## src/design/x86agu_pkg.sv

```systemverilog
// ----------------------------------------------------------------------------
// x86agu_pkg
// Shared types and codes for the x86 operand address generation unit.
// ----------------------------------------------------------------------------
package x86agu_pkg;

  localparam int NUM_GPR = 8;
  localparam int NUM_SEG = 6;

  localparam logic [2:0] SEG_ES = 3'd0;
  localparam logic [2:0] SEG_SS = 3'd2;
  localparam logic [2:0] REG_BX = 3'd3;
  localparam logic [2:0] REG_SP = 3'd4;
  localparam logic [2:0] REG_SI = 3'd6;
  localparam logic [2:0] REG_DI = 3'd7;

  // operand routines
  typedef enum logic [5:0] {
    K_IMM        = 6'd0,  K_REG8       = 6'd1,  K_REG16      = 6'd2,
    K_REG32      = 6'd3,  K_BASE8      = 6'd4,  K_BASE16     = 6'd5,
    K_BASE32     = 6'd6,  K_SEGREG     = 6'd7,  K_SEGUPD     = 6'd8,
    K_MODRM16    = 6'd9,  K_FAR16      = 6'd10, K_LEA16      = 6'd11,
    K_BOUND16    = 6'd12, K_PUSH_SP    = 6'd13, K_POP_SP     = 6'd14,
    K_PUSHA_SP   = 6'd15, K_POPA_SP    = 6'd16, K_STR_SI     = 6'd17,
    K_STR_DI     = 6'd18, K_MODRM32    = 6'd19, K_FAR32      = 6'd20,
    K_SIB        = 6'd21, K_FAR_SIB    = 6'd22, K_LEA32      = 6'd23,
    K_BOUND32    = 6'd24, K_LEA_SIB    = 6'd25, K_BOUND_SIB  = 6'd26,
    K_PUSH_ESP   = 6'd27, K_POP_ESP    = 6'd28, K_PUSHA_ESP  = 6'd29,
    K_POPA_ESP   = 6'd30, K_STR_ESI    = 6'd31, K_STR_EDI    = 6'd32,
    K_CALL_FAR   = 6'd33, K_IRET       = 6'd34, K_RET_FAR    = 6'd35,
    K_XLAT       = 6'd36, K_WR_GPR     = 6'd37, K_WR_SEG     = 6'd38
  } kind_t;

  typedef struct packed {
    logic [5:0]  kind;
    logic [3:0]  reg_sel;
    logic [3:0]  base_sel;
    logic [3:0]  index_sel;
    logic [1:0]  scale_shift;
    logic [31:0] displacement;
    logic [2:0]  op_size;
    logic [2:0]  segment_sel;
    logic [2:0]  cond_segment;
    logic        stack_is_16;
    logic        addr_is_16;
    logic [31:0] data_value;
  } item_t;

  typedef struct packed {
    logic [31:0] value;
    logic [31:0] offset;
    logic [31:0] offset_second;
    logic [2:0]  segment_out;
    logic [5:0]  access_size;
    logic [1:0]  mem_count;
  } res_t;

  // register file write request
  typedef struct packed {
    logic        gpr_we;
    logic        seg_we;
    logic [3:0]  sel;
    logic [2:0]  size;
    logic [31:0] data;
  } wr_t;

  typedef logic [NUM_GPR-1:0][31:0] gpr_arr_t;
  typedef logic [NUM_SEG-1:0][15:0] seg_arr_t;

endpackage

```

## src/design/x86_operand_address_generation.sv

```systemverilog
// Each transaction passes the input register, then the result register.
// Throughput: one transaction per cycle while the output is not stalled;
// the register file is read and written in the stage between the two
// registers, so a write is seen by the very next item. Reset (rst_n low,
// synchronous) clears all general and segment registers and both valid flags.
// ----------------------------------------------------------------------------
// x86_operand_address_generation
// Register file and operand/address former for x86 operand reads.
// ----------------------------------------------------------------------------
module x86_operand_address_generation (
  input  logic         clk,
  input  logic         rst_n,
  // input stream
  input  logic         in_tvalid,
  output logic         in_tready,
  // tdata, low bit up: reg_sel[3:0], base_sel[7:4], index_sel[11:8],
  // scale_shift[13:12], displacement[45:14], op_size[48:46],
  // segment_sel[51:49], cond_segment[54:52], stack_is_16[55],
  // addr_is_16[56], data_value[88:57], zero pad[95:89]
  input  logic [95:0]  in_tdata,
  input  logic [5:0]   in_tuser,   // kind[5:0]
  // result stream
  output logic         out_tvalid,
  input  logic         out_tready,
  // tdata, low bit up: value[31:0], offset[63:32], offset_second[95:64],
  // segment_out[98:96], access_size[104:99], zero pad[111:105]
  output logic [111:0] out_tdata,
  output logic [1:0]   out_tuser   // mem_count[1:0]
);
  import x86agu_pkg::*;

  item_t    item_in, item_r;
  logic     s1_valid_r;
  res_t     res_nxt, res_r;
  logic     out_valid_r;
  logic     adv;
  wr_t      wr;
  gpr_arr_t gpr;
  seg_arr_t seg;

  // unpack the incoming transaction
  always_comb begin
    item_in.kind         = in_tuser;
    item_in.reg_sel      = in_tdata[3:0];
    item_in.base_sel     = in_tdata[7:4];
    item_in.index_sel    = in_tdata[11:8];
    item_in.scale_shift  = in_tdata[13:12];
    item_in.displacement = in_tdata[45:14];
    item_in.op_size      = in_tdata[48:46];
    item_in.segment_sel  = in_tdata[51:49];
    item_in.cond_segment = in_tdata[54:52];
    item_in.stack_is_16  = in_tdata[55];
    item_in.addr_is_16   = in_tdata[56];
    item_in.data_value   = in_tdata[88:57];
  end

  // item in the input register moves on when the result register is free
  assign adv       = s1_valid_r && (!out_valid_r || out_tready);
  assign in_tready = !s1_valid_r || adv;

  // register writes commit as their item leaves the input register
  always_comb begin
    wr.gpr_we = adv && (item_r.kind == K_WR_GPR);
    wr.seg_we = adv && (item_r.kind == K_WR_SEG);
    wr.sel    = item_r.reg_sel;
    wr.size   = item_r.op_size;
    wr.data   = item_r.data_value;
  end

  x86agu_regs u_regs (
    .clk   (clk),
    .rst_n (rst_n),
    .wr    (wr),
    .gpr   (gpr),
    .seg   (seg)
  );

  x86agu_calc u_calc (
    .item (item_r),
    .gpr  (gpr),
    .seg  (seg),
    .res  (res_nxt)
  );

  // control state
  always_ff @(posedge clk) begin
    if (!rst_n) begin
      s1_valid_r  <= 1'b0;
      out_valid_r <= 1'b0;
    end else begin
      if (in_tready) begin
        s1_valid_r <= in_tvalid;
      end
      if (adv) begin
        out_valid_r <= 1'b1;
      end else if (out_tready) begin
        out_valid_r <= 1'b0;
      end
    end
  end

  // payload registers
  always_ff @(posedge clk) begin
    if (in_tready && in_tvalid) begin
      item_r <= item_in;
    end
    if (adv) begin
      res_r <= res_nxt;
    end
  end

  assign out_tvalid = out_valid_r;
  assign out_tdata  = {7'd0, res_r.access_size, res_r.segment_out,
                       res_r.offset_second, res_r.offset, res_r.value};
  assign out_tuser  = res_r.mem_count;

endmodule

```

## src/design/x86agu_regs.sv

```systemverilog
// ----------------------------------------------------------------------------
// x86agu_regs
// General and segment register storage with byte/word merge on write.
// ----------------------------------------------------------------------------
module x86agu_regs (
  input  logic                 clk,
  input  logic                 rst_n,
  input  x86agu_pkg::wr_t      wr,
  output x86agu_pkg::gpr_arr_t gpr,
  output x86agu_pkg::seg_arr_t seg
);
  import x86agu_pkg::*;

  gpr_arr_t gpr_r, gpr_nxt;
  seg_arr_t seg_r, seg_nxt;

  always_comb begin
    gpr_nxt = gpr_r;
    seg_nxt = seg_r;
    if (wr.gpr_we && !wr.sel[3]) begin
      if (wr.size == 3'd1) begin
        // 8-bit views: 4..7 are the high bytes of 0..3
        if (wr.sel[2]) begin
          gpr_nxt[{1'b0, wr.sel[1:0]}][15:8] = wr.data[7:0];
        end else begin
          gpr_nxt[{1'b0, wr.sel[1:0]}][7:0] = wr.data[7:0];
        end
      end else if (wr.size == 3'd2) begin
        gpr_nxt[wr.sel[2:0]][15:0] = wr.data[15:0];
      end else begin
        gpr_nxt[wr.sel[2:0]] = wr.data;
      end
    end
    if (wr.seg_we && wr.sel < 4'(NUM_SEG)) begin
      seg_nxt[wr.sel[2:0]] = wr.data[15:0];
    end
  end

  always_ff @(posedge clk) begin
    if (!rst_n) begin
      gpr_r <= '0;
      seg_r <= '0;
    end else begin
      gpr_r <= gpr_nxt;
      seg_r <= seg_nxt;
    end
  end

  assign gpr = gpr_r;
  assign seg = seg_r;

endmodule

```

## src/design/x86agu_calc.sv

```systemverilog
// ----------------------------------------------------------------------------
// x86agu_calc
// Operand value and memory offset formation for one item.
// ----------------------------------------------------------------------------
module x86agu_calc (
  input  x86agu_pkg::item_t    item,
  input  x86agu_pkg::gpr_arr_t gpr,
  input  x86agu_pkg::seg_arr_t seg,
  output x86agu_pkg::res_t     res
);
  import x86agu_pkg::*;

  function automatic logic [31:0] rd32(input gpr_arr_t g, input logic [3:0] s);
    return s[3] ? 32'd0 : g[s[2:0]];
  endfunction

  function automatic logic [31:0] rd16(input gpr_arr_t g, input logic [3:0] s);
    return s[3] ? 32'd0 : {16'd0, g[s[2:0]][15:0]};
  endfunction

  function automatic logic [31:0] rd8(input gpr_arr_t g, input logic [3:0] s);
    logic [31:0] r;
    r = '0;
    if (!s[3]) begin
      r[7:0] = s[2] ? g[{1'b0, s[1:0]}][15:8] : g[{1'b0, s[1:0]}][7:0];
    end
    return r;
  endfunction

  function automatic logic [31:0] rdseg(input seg_arr_t sg, input logic [3:0] s);
    return (s < 4'(NUM_SEG)) ? {16'd0, sg[s[2:0]]} : 32'd0;
  endfunction

  logic [31:0] base32, index32, disp;
  logic [15:0] ea16;
  logic [31:0] ea32, eas, esp, size32;
  logic [15:0] sp, size16;
  logic [5:0]  size6;
  logic [15:0] stk16_ofs;
  logic [31:0] stk32_ofs;
  logic [31:0] xlat_ofs;

  always_comb begin
    base32  = rd32(gpr, item.base_sel);
    index32 = rd32(gpr, item.index_sel);
    disp    = item.displacement;
    size32  = {29'd0, item.op_size};
    size16  = {13'd0, item.op_size};
    size6   = {3'd0, item.op_size};
    ea16    = base32[15:0] + index32[15:0] + disp[15:0];
    ea32    = base32 + index32 + disp;
    eas     = base32 + (index32 << item.scale_shift) + disp;
    esp     = gpr[REG_SP];
    sp      = esp[15:0];

    // far control transfers: 16- or 32-bit stack pointer arithmetic
    unique case (kind_t'(item.kind))
      K_CALL_FAR: begin
        stk16_ofs = sp - (size16 << 1);
        stk32_ofs = esp - (size32 << 1);
      end
      K_IRET: begin
        stk16_ofs = sp + (size16 << 1);
        stk32_ofs = esp + (size32 << 1);
      end
      default: begin
        stk16_ofs = sp + size16;
        stk32_ofs = esp + size32;
      end
    endcase

    xlat_ofs = item.addr_is_16
             ? {16'd0, gpr[REG_BX][15:0] + {8'd0, gpr[0][7:0]}}
             : gpr[REG_BX] + {24'd0, gpr[0][7:0]};

    res = '0;
    unique case (kind_t'(item.kind))
      K_IMM:    res.value = item.data_value;
      K_REG8:   res.value = rd8(gpr, item.reg_sel);
      K_REG16:  res.value = rd16(gpr, item.reg_sel);
      K_REG32:  res.value = rd32(gpr, item.reg_sel);
      K_BASE8:  res.value = rd8(gpr, item.base_sel);
      K_BASE16: res.value = rd16(gpr, item.base_sel);
      K_BASE32: res.value = base32;
      K_SEGREG: res.value = rdseg(seg, item.reg_sel);
      K_SEGUPD: res.value = rdseg(seg, {1'b0, item.cond_segment});
      K_MODRM16, K_FAR16: begin
        res.offset      = {16'd0, ea16};
        res.segment_out = item.segment_sel;
        res.access_size = (item.kind == K_FAR16) ? size6 + 6'd2 : size6;
        res.mem_count   = 2'd1;
      end
      K_LEA16: res.value = {16'd0, ea16};
      K_BOUND16: begin
        res.offset        = {16'd0, ea16};
        res.offset_second = {16'd0, ea16 + size16};
        res.segment_out   = item.segment_sel;
        res.access_size   = size6;
        res.mem_count     = 2'd2;
      end
      K_PUSH_SP, K_POP_SP: begin
        res.offset      = {16'd0, (item.kind == K_PUSH_SP) ? sp - size16 : sp};
        res.segment_out = SEG_SS;
        res.access_size = size6;
        res.mem_count   = 2'd1;
      end
      K_PUSHA_SP, K_POPA_SP: begin
        res.offset      = {16'd0, (item.kind == K_PUSHA_SP) ? sp - (size16 << 3) : sp};
        res.segment_out = SEG_SS;
        res.access_size = size6 << 3;
        res.mem_count   = 2'd1;
      end
      K_STR_SI, K_STR_ESI: begin
        res.offset      = (item.kind == K_STR_SI) ? {16'd0, gpr[REG_SI][15:0]}
                                                  : gpr[REG_SI];
        res.segment_out = item.segment_sel;
        res.access_size = size6;
        res.mem_count   = 2'd1;
      end
      K_STR_DI, K_STR_EDI: begin
        res.offset      = (item.kind == K_STR_DI) ? {16'd0, gpr[REG_DI][15:0]}
                                                  : gpr[REG_DI];
        res.segment_out = SEG_ES;
        res.access_size = size6;
        res.mem_count   = 2'd1;
      end
      K_MODRM32, K_FAR32: begin
        res.offset      = ea32;
        res.segment_out = item.segment_sel;
        res.access_size = (item.kind == K_FAR32) ? size6 + 6'd2 : size6;
        res.mem_count   = 2'd1;
      end
      K_SIB, K_FAR_SIB: begin
        res.offset      = eas;
        res.segment_out = item.segment_sel;
        res.access_size = (item.kind == K_FAR_SIB) ? size6 + 6'd2 : size6;
        res.mem_count   = 2'd1;
      end
      K_LEA32:   res.value = ea32;
      K_LEA_SIB: res.value = eas;
      K_BOUND32, K_BOUND_SIB: begin
        res.offset        = (item.kind == K_BOUND32) ? ea32 : eas;
        res.offset_second = ((item.kind == K_BOUND32) ? ea32 : eas) + size32;
        res.segment_out   = item.segment_sel;
        res.access_size   = size6;
        res.mem_count     = 2'd2;
      end
      K_PUSH_ESP, K_POP_ESP: begin
        res.offset      = (item.kind == K_PUSH_ESP) ? esp - size32 : esp;
        res.segment_out = SEG_SS;
        res.access_size = size6;
        res.mem_count   = 2'd1;
      end
      K_PUSHA_ESP, K_POPA_ESP: begin
        res.offset      = (item.kind == K_PUSHA_ESP) ? esp - (size32 << 3) : esp;
        res.segment_out = SEG_SS;
        res.access_size = size6 << 3;
        res.mem_count   = 2'd1;
      end
      K_CALL_FAR, K_IRET, K_RET_FAR: begin
        res.offset      = item.stack_is_16 ? {16'd0, stk16_ofs} : stk32_ofs;
        res.segment_out = SEG_SS;
        res.access_size = size6;
        res.mem_count   = 2'd1;
      end
      K_XLAT: begin
        res.offset      = xlat_ofs;
        res.segment_out = item.segment_sel;
        res.access_size = 6'd1;
        res.mem_count   = 2'd1;
      end
      default: res = '0;
    endcase
  end

endmodule

```

## config.mk

```make
export PLATFORM = sky130hd
export DESIGN_NAME = x86_operand_address_generation
export DESIGN_NICKNAME = d
export VERILOG_FILES = /design/src/design/x86agu_pkg.sv /design/src/design/x86_operand_address_generation.sv /design/src/design/x86agu_regs.sv /design/src/design/x86agu_calc.sv
export SDC_FILE = /design/constraint.sdc
export NUM_CORES = 2
export LEC_CHECK = 0
export ABC_AREA = 1
export BUFFER_PORTS_ARGS = -buffer_cell sky130_fd_sc_hd__buf_2
export CELL_PAD_IN_SITES_DETAIL_PLACEMENT = 0
export CELL_PAD_IN_SITES_GLOBAL_PLACEMENT = 1
export CORE_MARGIN = 3
export CORE_UTILIZATION = 36
export DETAILED_ROUTE_END_ITERATION = 10
export GPL_TIMING_DRIVEN = 1
export HOLD_SLACK_MARGIN = 0.06
export PLACE_DENSITY_LB_ADDON = 0.1
export REMOVE_ABC_BUFFERS = 1
export SLEW_MARGIN = 30
export SYNTH_ARGS = -nofsm -noshare
export SYNTH_HDL_FRONTEND = slang
export SYNTH_SLANG_ARGS = --single-unit
```

## constraint.sdc

```tcl
create_clock -name clk -period 11.21 [get_ports clk]
set_input_delay 1.6815 -clock clk [delete_from_list [all_inputs] [get_ports clk]]
set_output_delay 1.6815 -clock clk [all_outputs]
set_load 0.005 [all_outputs]
```

# After elaboration in Yosys (flattened, before gate mapping)
# Index checks and enable logic that the tools add are counted.
# classes
add_sub_neg	21
order_cmp	10
n_eq_ne	40
n_shift	1
mux	63
reduce_logical	30
# op_table
cell	n
bitwise mux 256 bit	4
2-to-1 mux 256 bit	3
one-hot mux 32 bit (12 select lines)	2
2-to-1 mux 32 bit	14
binary-select mux 32 bit (select 3 bit)	3
2-to-1 mux 16 bit	13
demux 32 bit (select 3 bit)	2
adder 32 bit	4
binary-select mux 32 bit (select 2 bit)	2
demux 32 bit (select 2 bit)	2
one-hot mux 32 bit (2 select lines)	2
one-hot mux 11 bit (9 select lines)	1
binary-select mux 16 bit (select 3 bit)	2
bitwise mux 96 bit	1
equality test 6 x 5 -> 1 bit, second input constant	16
adder 32 x 3 -> 32 bit	2
demux 16 bit (select 3 bit)	1
equality test 6 x 4 -> 1 bit, second input constant	8
equality test 6 bit, second input constant	7
2-to-1 mux 8 bit	5
adder 16 bit	2
adder 16 x 3 -> 16 bit	2
adder 32 x 4 -> 32 bit	1
adder 32 x 8 -> 32 bit	1
33 further kinds	65
# word_totals
ff_bits	556
out_inout_bits	116
elab_cells	199

# Depth between registers and ports, before layout
# depth
ltp_word	9
ltp_mapped	36
ltp_nobuf	33

# Hierarchy
# Synthesis repeated with hierarchy kept, for this count alone.
# hier_totals
hier_cells	7461
area_unflattened_um2	46701.0
# modules_own_cells
mod	instances	cells_per_inst	area_each_um2	seq_area_each_um2
x86agu_calc	1	5422	27059.7	0.0
x86agu_regs	1	1803	13372.8	7046.8
x86_operand_address_generation	1	236	6268.5	6105.9

# Worst setup path before layout
# Ideal clock, no wire load.
# synth_path
path_type	reg2reg
start	reg item_r[77] in the netlist's numbering
end	reg res_r (netlist bit out_tdata[85]) (data pin)
setup_time_ps	249
t_arrival_ps	4862
slack_ps	6099
path_stages_with_launch	31
n_path_buf	3
path_cell_list	edfxtp_1 -> inv_1 -> clkbuf_1 -> clkbuf_1 -> clkbuf_1 -> nor2_1 -> o211ai_1 -> nand3_1 -> mux2i_1 -> nand2_1 -> fa_1 -> inv_1 -> ha_1 -> inv_1 -> fa_1 -> o21ai_0 -> ha_1 -> a21o_1 -> a31oi_1 -> nor2_2 -> nand2_1 -> nor2_2 -> inv_2 -> nor3_4 -> nand2_2 -> nor2_4 -> nand2_1 -> nand2_1 -> nand3_1 -> nand2_1 -> inv_1
# synth_via
elab_chain_cells	9
word_cells_on_any_way	11
cone_classes	add/sub: 5; shift: 1; mux: 5
# synth_lines
item	line_no	source
start, declared	x86_operand_address_generation.sv:32	item_t item_in, item_r;
start signal, assigned	x86_operand_address_generation.sv:105	item_r <= item_in;
binary-select mux 32 bit (select 3 bit) *	x86agu_calc.sv:14	return s[3] ? 32'd0 : g[s[2:0]];
2-to-1 mux 32 bit (implied by the code) *	x86agu_calc.sv:14	
2-to-1 mux 32 bit *	x86agu_calc.sv:14	
<< shifter 32 x 2 -> 32 bit	x86agu_calc.sv:52	eas = base32 + (index32 << item.scale_shift) + disp;
adder 32 bit (2 in series)	x86agu_calc.sv:52	
2-to-1 mux 32 bit *	x86agu_calc.sv:143	res.offset_second = ((item.kind == K_BOUND32) ? ea32 : eas) + size32;
adder 32 x 3 -> 32 bit *	x86agu_calc.sv:143	
one-hot mux 32 bit (2 select lines) *	x86agu_calc.sv:77	unique case (kind_t'(item.kind))
end signal, assigned	x86_operand_address_generation.sv:108	res_r <= res_nxt;
end, declared	x86_operand_address_generation.sv:34	res_t res_nxt, res_r;
# Every way passes the cells marked *; elsewhere a longest branch is shown, timed or not. The select of a mux whose other input is x is not followed.
# A chain may end at the register's enable or synchronous reset.

# Worst setup path in the final report
# Same ends and word-level chain as after synthesis.

==> flow_summary.ini <==
[pwr]
p_leak_uw = 0.0211
powerDensity_nw_per_um2 = 134
peakVddDrop_uv = 142

[critical_path]
cpMostUsedCell = nand2_1
path_delay_family = simple AND/OR/NAND/NOR gates
critical_path_required_ns = 11.68
reg2reg_depth = 28
crit_path_start_kind = flop
path_max_fanout = 147
crit_path_end_kind = flop
rr_endpoint = out_tdata[85]
crit_buf_inv = 7
r2r_start = item_r[77]
cp.depth = 28
crit_type = flop to flop
worstPathArrival_ns = 8.55
cp_slowest_cell = o211ai_1
max_stage_delay_ns = 0.78
rrSetupSlack_ns = 3.14

[global_routing]
grt_max_degree = 156
groute.usage.overall = 0.373
grt_pass1_wl_microns = 349000
grt_pass1_vias = 46692
overflow = 0
antenna_found_initial = 14

[final_layout]
area_growth_syn_to_layout_pct = 10.9
layout_commonest_cell = nand2_1
drive_gt1_frac = 0.0720
nets = 7206
final_cell_mix = nand2_1, inv_1, o21ai_0, a21oi_1, nor2_1

[hold_path]
min_from = u_regs.seg[36]
min_to = u_regs.seg[36]
hold_path.class = flop to flop
min_path_cells = 2

[timing]
finalCriticalPeriod_ns = 8.07
fin_ws_ns = 3.14
finalCritPeriodShare = 0.720
rsz0062_at_grt = false
maxSlewViolCount = 0
tns_ns = 0
max_slew.worst_pin.slew_ns = 1.09
setup_viol = 0
hold_viol_final = 0
slew_headroom = 0.262
fin_skew_ns = 0.0518
max_freq_ghz = 0.124

[yosys]
yosysWarnings = 0
netlist_area_sq_um = 44900
ys_ff_latch = 556
synth_edf_count = 202
yosysUniqueCellTypes = 73
ys.flop_type = dfxtp_1
yosys.area.top_type = dfxtp_1
yosysTopAreaCellShare = 0.158
syn_avg_cell_area_sq_um = 6.49
synth_area_leaders = dfxtp_1, edfxtp_1, nand2_1
postSynthCellCount = 6909
yosysSeqAreaShare = 0.293
synthArstFlopShare = 0

[die]
dieArea_sq_um = 129000
ioPinCount = 222
core_area_sq_um = 123000
die_w_microns = 359
start_util = 0.366
row_count = 128
die_y_microns = 359

[clock_tree]
clk-insertion-delay-late_ns = 0.73
htreeDepth = 3
cts_buffers = 71
postCtsHoldBufs = 0
clock-sinks = 556
clk_path_buf_depth = 3
cts_resized = 0
cts-root-buf = clkbuf_16
clkTransAtPathRegs_ns = 0.06
cts_tree = yes
post-cts-setup-buffers = 0

[flow_run]
drv_cap = 0

[place]
pre_cts_ws_ns = 3.47
routabilityCongestion = 0.990
dp_hpwl_microns = 192000
io_buffers = 207

[routing]
drtAntennaViolNets = 0
route.met3.wl_microns = 29000
routed-via-count = 51242
dr.pass1.iters = 6
routedWlPerCell_microns = 29.2
wl_microns = 251000
routed.top_layer = met5
route.detailed.drc = 0
viasPerCell = 5.96
drt-met1-wl_microns = 105000
drtIter0Drc = 7026
route.met2.wl_microns = 105000

[status]
outcome = complete, no violations
## per-layer routing
layer	track usage	up-vias
li1	-	23432
met1	0.512	24468
met2	0.556	2861
met3	0.0960	463
met4	0.147	18
met5	0	-
## sequential cells by signal, summed over array words and instances (netlist names)
signal and count:
s1_valid_r 1, u_regs.gpr 256, out_tvalid 1, out_tdata 105, out_tuser 2, u_regs.seg 96
item_r 95
## cells by family (layout without fill, tap and decap cells)
| kind of cell | count (synthesis) | after routing | synth area share |
|---|---|---|---|
| compound gates | 2182 | 2182 | 0.272 |
| xor+xnor | 53 | 53 | 0.0105 |
| fa+ha+maj | 190 | 190 | 0.0649 |
| buf+inv | 1425 | 1478 | 0.121 |
| flops | 556 | 556 | 0.293 |
| mux | 11 | 11 | 0.00245 |
| other cells | 1 | 11 | 0.0000836 |
| simple gates | 2491 | 2491 | 0.235 |
## power breakdown
part / leakage [uW] / internal (uW) / switching, uW
Sequential: 0.00478 / 2140 / 47.0
Clock: 0.00119 / 1440 / 1040
Combinational: 0.0151 / 482 / 1530
Total: 0.0211 / 4060 / 2620
## worst min-delay path, stage by stage (launching register included)
cell,delay (ns)
dfxtp_1,0.30
inv_1,0.06
a21oi_1,0.05
## cells in the mapped netlist (47+ instances only)
cell	instances
nor3_1	77
inv_1	1014
nand4_1	98
nand3_1	436
edfxtp_1	202
nor2_1	461
dfxtp_1	354
nand2_1	1318
xor2_1	47
o21ai_0	858
clkbuf_1	290
a21oi_1	811
o22ai_1	126
fa_1	71
a22oi_1	62
ha_1	119
o211ai_1	91
## cell type report
type | count | area [sq um]
Tap cell | 1625 | 2030
Fill cell | 13508 | 72900
Inverter | 1055 | 3970
Clock buffer | 87 | 1880
Timing Repair Buffer | 292 | 1730
Sequential cell | 556 | 13200
Clock inverter | 44 | 574
Antenna cell | 4 | 10.0
Multi-Input combinational cell | 4934 | 26400
## per-stage QoR
| step | cell area [sq um] | total power, uW | util | hold slack [ns] | cells |
|---|---|---|---|---|---|
| after detailed placement | 47300 | 4180 | 0.385 | 0.456 | 8462 |
| final | 49700 | 6680 | 0.405 | 0.465 | 8597 |
| after floorplan | 43400 | 3350 | - | 0.435 | 6545 |
| after global placement | 47200 | 4170 | 0.385 | 0.451 | 8459 |
| after CTS | 49700 | 6660 | 0.405 | 0.466 | 8593 |
| after global routing | 49700 | 6950 | 0.405 | 0.489 | 8593 |
## how the worst max path moves through the flow
stage	startpoint	to	slack, ns
floorplan	item_r[77]	out_tdata[85]	2.81
global placement	item_r[77]	out_tdata[87]	3.54
CTS	item_r[77]	out_tdata[87]	3.46
finish	item_r[77]	out_tdata[85]	3.14
detailed placement	item_r[77]	out_tdata[85]	3.47
global route	item_r[77]	out_tdata[82]	2.85
No activity file was read; power rests on OpenSTA's default activity.
